`config.mk`:
```
export PLATFORM = sky130hd
export DESIGN_NAME = keyboard_serial_backchannel
export DESIGN_NICKNAME = d
export VERILOG_FILES = /design/src/design/kbsb_pkg.sv /design/src/design/keyboard_serial_backchannel.sv
export SDC_FILE = /design/constraint.sdc
export NUM_CORES = 1
export LEC_CHECK = 0
export BUFFER_PORTS_ARGS = -buffer_cell sky130_fd_sc_hd__buf_2
export CAP_MARGIN = 25
export CORE_AREA = 5 5 165 167
export DETAILED_ROUTE_END_ITERATION = 6
export DIE_AREA = 0 0 170 172
export PLACE_DENSITY_LB_ADDON = 0.2
export SETUP_SLACK_MARGIN = 0.3
export SLEW_MARGIN = 20
export SYNTH_ARGS = -nofsm -noshare
export SYNTH_HDL_FRONTEND = slang
export SYNTH_SLANG_ARGS = --single-unit
```
`constraint.sdc`:
```
create_clock -name clk -period 2.85 [get_ports clk]
set_input_delay 0.285 -clock clk [delete_from_list [all_inputs] [get_ports clk]]
set_output_delay 0.285 -clock clk [all_outputs]
set_load 0.1 [all_outputs]
```
`src/design/kbsb_pkg.sv`:
```
package kbsb_pkg;

	localparam int unsigned NUM_WORDS = 4;
	localparam int unsigned WORD_IDX_W = $clog2(NUM_WORDS);
	localparam int unsigned MSG_POS_W = 5;

	localparam logic [15:0] ALL_UP_WORD = 16'hFFFF;
	localparam logic [15:0] SERIAL_BIT = 16'h8000;

	localparam logic [2:0] CMD_ALL_UP = 3'd0;
	localparam logic [2:0] CMD_SET_WORD = 3'd1;
	localparam logic [2:0] CMD_SET_BIT = 3'd2;
	localparam logic [2:0] CMD_READ_WORD = 3'd3;
	localparam logic [2:0] CMD_LOAD_HOLD = 3'd4;
	localparam logic [2:0] CMD_READ_STATUS = 3'd5;

	localparam logic [3:0] TASK_SERIAL_A = 4'd3;
	localparam logic [3:0] TASK_SERIAL_B = 4'd4;

	typedef struct packed {
		logic [2:0]  command;
		logic [2:0]  word_index;
		logic [15:0] word_value;
		logic [3:0]  bit_index;
		logic        key_down;
		logic [31:0] hold_lines;
		logic [3:0]  task_number;
	} item_t;

	typedef struct packed {
		logic [15:0] read_data;
		logic        message_done;
	} result_t;

endpackage

```
`src/design/keyboard_serial_backchannel.sv`:
```
// Keyboard serial back-channel. Holds four active-low 16-bit keyboard words
// (all keys up after reset) and serves register-style commands: all keys up,
// set word, set or clear one bit, read word, load boot-hold count, and status
// read. A status read from task 3 or 4 returns 0x8000 while the boot-hold
// count is nonzero (and decrements it), otherwise the next bit of a 32-bit
// message sent MSB first: start 1 at bit 31, word index + 1 at bits 24..27,
// the live word at bits 8..23 and a 1 at bit 7. Messages rotate through
// words 0..3; message_done marks the read that sent the last bit. Every
// command yields exactly one result. Rate: one transfer per cycle on both
// channels while no stall holds them; a result is offered only after its
// item has passed from the item register into the result register. The item
// register and the result register form a two-stage pipeline, and a stall on
// the result channel backs up into item_stall in the same cycle once the item
// register is full.
module keyboard_serial_backchannel (
	input  logic                clk,
	input  logic                arst_n,
	input  logic                item_valid,
	output logic                item_stall,
	input  kbsb_pkg::item_t     item,
	output logic                result_valid,
	input  logic                result_stall,
	output kbsb_pkg::result_t   result
);
	import kbsb_pkg::*;

	// Input register stage.
	logic  valid_s1;
	item_t item_s1;

	// Block state.
	logic [15:0]           key_words_q [NUM_WORDS];
	logic [WORD_IDX_W-1:0] msg_word_index_q;
	logic [MSG_POS_W-1:0]  msg_bit_pos_q;
	logic [31:0]           boot_hold_left_q;

	// Result register.
	logic    result_valid_q;
	result_t result_q;

	// Next-state signals.
	logic [15:0]           key_words_d [NUM_WORDS];
	logic [WORD_IDX_W-1:0] msg_word_index_d;
	logic [MSG_POS_W-1:0]  msg_bit_pos_d;
	logic [31:0]           boot_hold_left_d;
	result_t               result_d;

	logic                  advance;
	logic                  result_free;
	logic                  idx_ok;
	logic [WORD_IDX_W-1:0] idx;
	logic [15:0]           bit_mask;
	logic [31:0]           message;
	logic                  serial_task;

	// The result register takes a new value when empty or when its transfer
	// completes; the input stage drains into it at that moment.
	assign result_free = !result_valid_q || !result_stall;
	assign advance = valid_s1 && result_free;
	assign item_stall = valid_s1 && !result_free;

	assign idx_ok = (item_s1.word_index[2] == 1'b0);
	assign idx = item_s1.word_index[WORD_IDX_W-1:0];
	assign bit_mask = 16'h0001 << item_s1.bit_index;
	assign serial_task = (item_s1.task_number == TASK_SERIAL_A) ||
		(item_s1.task_number == TASK_SERIAL_B);

	// Message is built from the live word each time a bit goes out.
	assign message = {1'b1, 3'b000, 4'({2'b00, msg_word_index_q} + 4'd1),
		key_words_q[msg_word_index_q], 1'b1, 7'b0000000};

	always_comb begin
		for (int i = 0; i < NUM_WORDS; i++) begin
			key_words_d[i] = key_words_q[i];
		end
		msg_word_index_d = msg_word_index_q;
		msg_bit_pos_d = msg_bit_pos_q;
		boot_hold_left_d = boot_hold_left_q;
		result_d = '0;

		unique case (item_s1.command)
			CMD_ALL_UP: begin
				for (int i = 0; i < NUM_WORDS; i++) begin
					key_words_d[i] = ALL_UP_WORD;
				end
			end
			CMD_SET_WORD: begin
				if (idx_ok) begin
					key_words_d[idx] = item_s1.word_value;
				end
			end
			CMD_SET_BIT: begin
				if (idx_ok) begin
					if (item_s1.key_down) begin
						key_words_d[idx] = key_words_q[idx] & ~bit_mask;
					end else begin
						key_words_d[idx] = key_words_q[idx] | bit_mask;
					end
				end
			end
			CMD_READ_WORD: begin
				result_d.read_data = idx_ok ? key_words_q[idx] : ALL_UP_WORD;
			end
			CMD_LOAD_HOLD: begin
				boot_hold_left_d = item_s1.hold_lines;
			end
			CMD_READ_STATUS: begin
				if (serial_task) begin
					if (boot_hold_left_q != 32'd0) begin
						// Jam high and burn one hold count; message stays put.
						boot_hold_left_d = boot_hold_left_q - 32'd1;
						result_d.read_data = SERIAL_BIT;
					end else begin
						// Bit position 0 selects message bit 31.
						if (message[~msg_bit_pos_q]) begin
							result_d.read_data = SERIAL_BIT;
						end
						msg_bit_pos_d = msg_bit_pos_q + 5'd1;
						if (msg_bit_pos_q == '1) begin
							msg_word_index_d = msg_word_index_q + 2'd1;
							result_d.message_done = 1'b1;
						end
					end
				end
			end
			default: begin
				// Unknown commands change nothing and answer zero.
			end
		endcase
	end

	// Input stage: load on every transfer, drop when drained.
	always_ff @(posedge clk or negedge arst_n) begin
		if (!arst_n) begin
			valid_s1 <= 1'b0;
		end else if (!item_stall) begin
			valid_s1 <= item_valid;
		end
	end

	always_ff @(posedge clk) begin
		if (item_valid && !item_stall) begin
			item_s1 <= item;
		end
	end

	// State update happens exactly once per item, when it moves to the result.
	always_ff @(posedge clk or negedge arst_n) begin
		if (!arst_n) begin
			for (int i = 0; i < NUM_WORDS; i++) begin
				key_words_q[i] <= ALL_UP_WORD;
			end
			msg_word_index_q <= '0;
			msg_bit_pos_q <= '0;
			boot_hold_left_q <= '0;
		end else if (advance) begin
			for (int i = 0; i < NUM_WORDS; i++) begin
				key_words_q[i] <= key_words_d[i];
			end
			msg_word_index_q <= msg_word_index_d;
			msg_bit_pos_q <= msg_bit_pos_d;
			boot_hold_left_q <= boot_hold_left_d;
		end
	end

	// Result register: hold while stalled, advance otherwise.
	always_ff @(posedge clk or negedge arst_n) begin
		if (!arst_n) begin
			result_valid_q <= 1'b0;
		end else if (result_free) begin
			result_valid_q <= valid_s1;
		end
	end

	always_ff @(posedge clk) begin
		if (advance) begin
			result_q <= result_d;
		end
	end

	assign result_valid = result_valid_q;
	assign result = result_q;

	// The last message bit is always 0.
	a_done_bit_low: assert property (@(posedge clk) disable iff (!arst_n)
		result_valid_q && result_q.message_done |-> result_q.read_data == 16'h0000)
		else $error("message_done with serial bit high");

	// Backpressure only appears with an item waiting in the input stage.
	a_stall_needs_item: assert property (@(posedge clk) disable iff (!arst_n)
		item_stall |-> valid_s1)
		else $error("item_stall without a held item");

	// Finishing a message wraps the bit position and moves to the next word.
	a_done_wraps: assert property (@(posedge clk) disable iff (!arst_n)
		advance && result_d.message_done |=>
		msg_bit_pos_q == '0 && msg_word_index_q == $past(msg_word_index_q) + 2'd1)
		else $error("message end did not wrap");

	// A jammed status read leaves the message position alone.
	a_hold_freezes_msg: assert property (@(posedge clk) disable iff (!arst_n)
		advance && item_s1.command == CMD_READ_STATUS && serial_task &&
		boot_hold_left_q != 32'd0 |=> $stable(msg_bit_pos_q))
		else $error("message advanced during boot hold");

endmodule
```
==> impl_results.md <==
* Status: complete, no violations
* Hold path startpoint: item[23]
* Synth area leader: edfxtp_1
* Drt wl/cell at 20.1 um
* GRT overflow at 0
* Synth cell types at 66
* Number of flops mapped to enable cells by yosys at 80
* Routed Antenna Nets at 0
* H-tree depth at 4
* Clock-pin slew on the worst setup and hold paths at about 0.07 ns
* TNS Setup at 0 ns
* Synth area leaders: edfxtp_1 (27%), dfstp_2 (19%), dfrtp_1 (11%), o22a_1 (6.6%), mux4_2 (5.5%)
* Hold crit path type: primary input to register
* Worst r2r path cells at 5
* Worst endpoint required time at between 3 and 4 ns
* DP HPWL at 16.4 mm
* CTS Buf Count at 17
* Clk_lat worst skew at 0.43 ns
* Clock tree buffer depth at 2
* WS Path Type: register to register
* Critical Path Sink Type: register
* Actual slew at the worst max-slew pin at 0.843 ns
* Die height at 172 um
* Share of the yosys chip area belonging to registers at 0.567
* Die ar. at 29200 um^2
* Tmin final at 2.50 ns
* Flops & latches, synth at ~190
* Fmax at 400 MHz
* Most common cell after layout, fill and taps aside: buf_2
* Post-Syn Area per Cell at 12.2 um^2
* Hold Crit Depth at 1
* Top FF cell, synth: edfxtp_1
* Final nets at around 900
* DRC viols at 0
* Vias in the first global route at 6486
* Num ports at 86
* Synthesis warning total at 0
* Synth async-reset ratio at 0.568
* LEAKAGE at slightly below 4 nW
* Cell Area, Synth at about 9000 um^2
* Num rows at around 60
* Commonest cells after routing, fill and taps aside: buf_2 (84), edfxtp_1 (80), nor2_1 (71)
* # setup viols final at 0
* Largest net degree at the start of global routing at 63
* Top-area cell type share of the netlist area at 0.267
* Total routed wirelength at ~24 mm
* DR pass1 iterations at 5
* Final Skew at 0.0109 ns
* CORE AREA at approximately 26000 um^2
* Pwr dens at 698 nW/um^2
* Antenna violations before repair at 0
* Internal reg-to-reg setup slack at 0.35 ns
* Port Buffers at between 80 and 90
* Final Util at 0.415
* Clock Sinks at approximately 190
* Syn nets at 809
* Synth Instances at 736
* Reg-to-reg endpoint: result[16]$_DFFE_PP_
* Initial core utilization at 0.352
* Crit Path Max Fanout at 11
* Worst reg2reg path startpoint: msg_word_index_q[0]$_DFFE_PN0P_
* Startpoint types: register
* Die Wd at 170 um
* Clock Tree Root: clkbuf_16
* Final Slew Violations at 0
* RSZ-0062 raised after global routing: yes
* GP Congestion at 0.837
* Area grow syn2layout at 18.0%
* Via count at 6514
* Arrival time at the worst endpoint at 2.67 ns
* Via density at 5.56
* CTS tree: done
* Max-Cap Viols at 0
* Sink of the worst hold path: item_s1[23]$_DFFE_PP_
* Initial drt markers at 519
* Share of layout cells above drive strength 1 at 0.315
* Diode count at 0
* Tcrit/Tclk final at 0.878
* Relative slew slack at 0.438
* Count of final hold-check violations at 0
* First-pass GRT wire length at 37.0 mm
* Total GRT Usage at 0.163
* VDD IR max at 0.391 mV
==> how the worst max path moves through the flow <==
stage,startpoint,end,cells past startpoint
detailed placement,boot_hold_left_q[26]$_DFFE_PN0P_,result[16]$_DFFE_PP_,6
CTS,msg_word_index_q[0]$_DFFE_PN0P_,result[16]$_DFFE_PP_,5
floorplan,result_valid$_DFFE_PN0N_,key_words_q[52]$_DFFE_PN1P_,7
finish,msg_word_index_q[0]$_DFFE_PN0P_,result[16]$_DFFE_PP_,5
global route,msg_word_index_q[0]$_DFFE_PN0P_,result[16]$_DFFE_PP_,5
global placement,boot_hold_left_q[26]$_DFFE_PN0P_,result[16]$_DFFE_PP_,6
==> metrics by stage <==
step | power, mW | area, um^2 | hold WS [ns] | cells | setup WS, ns
final | 7.43 | 10600 | 0.0238 | 1171 | 0.347
after global routing | 7.78 | 10600 | 0.00813 | 1171 | 0.268
after CTS | 7.49 | 10600 | 0.00856 | 1167 | 0.326
after detailed placement | 5.01 | 9930 | 0.329 | 1133 | 0.279
after global placement | 5.00 | 9930 | 0.329 | 1133 | 0.310
after floorplan | 4.56 | 9010 | -0.0106 | 736 | 0.431
==> cells by family (layout without fill, tap and decap cells) <==
| kind of cell | count (synthesis) | after routing | synth area share |
|---|---|---|---|
| compound gates | 236 | 236 | 0.186 |
| simple gates | 194 | 194 | 0.115 |
| flops | 185 | 185 | 0.567 |
| buf+inv | 69 | 169 | 0.0318 |
| mux | 40 | 40 | 0.0865 |
| fa+ha+maj | 7 | 7 | 0.00944 |
| xor+xnor | 5 | 5 | 0.00486 |
==> registers in the layout (all words and copies together) (netlist names) <==
name and flops:
valid_s1 1, boot_hold_left_q 32, key_words_q 64, msg_bit_pos_q 5, msg_word_index_q 2, result 17, item_s1 61, idx 2
result_valid 1
==> where the power goes <==
part | internal [mW] | switching, mW | total (mW)
Sequential | 3.33 | 0.369 | 3.70
Combinational | 0.549 | 0.726 | 1.27
Clock | 1.41 | 1.04 | 2.45
Total | 5.29 | 2.14 | 7.43
==> critical path: stages (launching register included) <==
cell and delay (ns):
dfrtp_2 0.40, buf_12 0.16, mux4_1 0.56, mux4_2 0.46, nor3b_1 0.15, or4_1 0.52
==> cells in the mapped netlist (3+ instances only) <==
master and number:
o31ai_1 16, nor2b_1 3, o21ai_0 43, or4_1 5, xnor2_1 5, a21oi_1 42
and3_1 3, and4_1 3, nor3b_1 3, inv_1 12, nand3b_1 5, nand3_1 10
nand2_1 26, mux4_2 22, buf_2 13, nor2_1 71, a22oi_1 9, clkbuf_1 39
o41ai_1 7, mux2i_1 7, nand2b_1 11, a22o_1 15, mux4_1 6, nor3_1 16
o22a_1 68, o22ai_1 6, nor4_1 6, ha_1 6, or3_1 4, dfrtp_1 41
edfxtp_1 80, nand4_1 5, a31oi_1 10, and2_1 7, mux2_2 5, dfstp_2 64
o2bb2ai_1 5
==> routing by layer <==
layer | global-route usage | wire, um
met5 | 0 | 0
met4 | 0.0583 | 631
met3 | 0.0277 | 1170
met2 | 0.267 | 11400
met1 | 0.219 | 10400
==> final cells by class <==
cell class / instances / area [um^2]
inverter: 13 / 48.8
clock inverter: 14 / 170
fill: 2415 / 15000
timing repair buffer: 124 / 815
tap: 335 / 419
multi-input combinational: 482 / 3630
clock buffer: 18 / 439
sequential: 185 / 5110
==> repair_timing <==
action,in CTS,in global routing
setup endpoints to repair,1,3
gates resized for setup,2,4
gates cloned,1,0
pin swaps,0,2
hold buffers,1,0
endpoints found under the hold margin,6,0
buffers inserted,0,4
No activity file was read; power rests on OpenSTA's default activity.
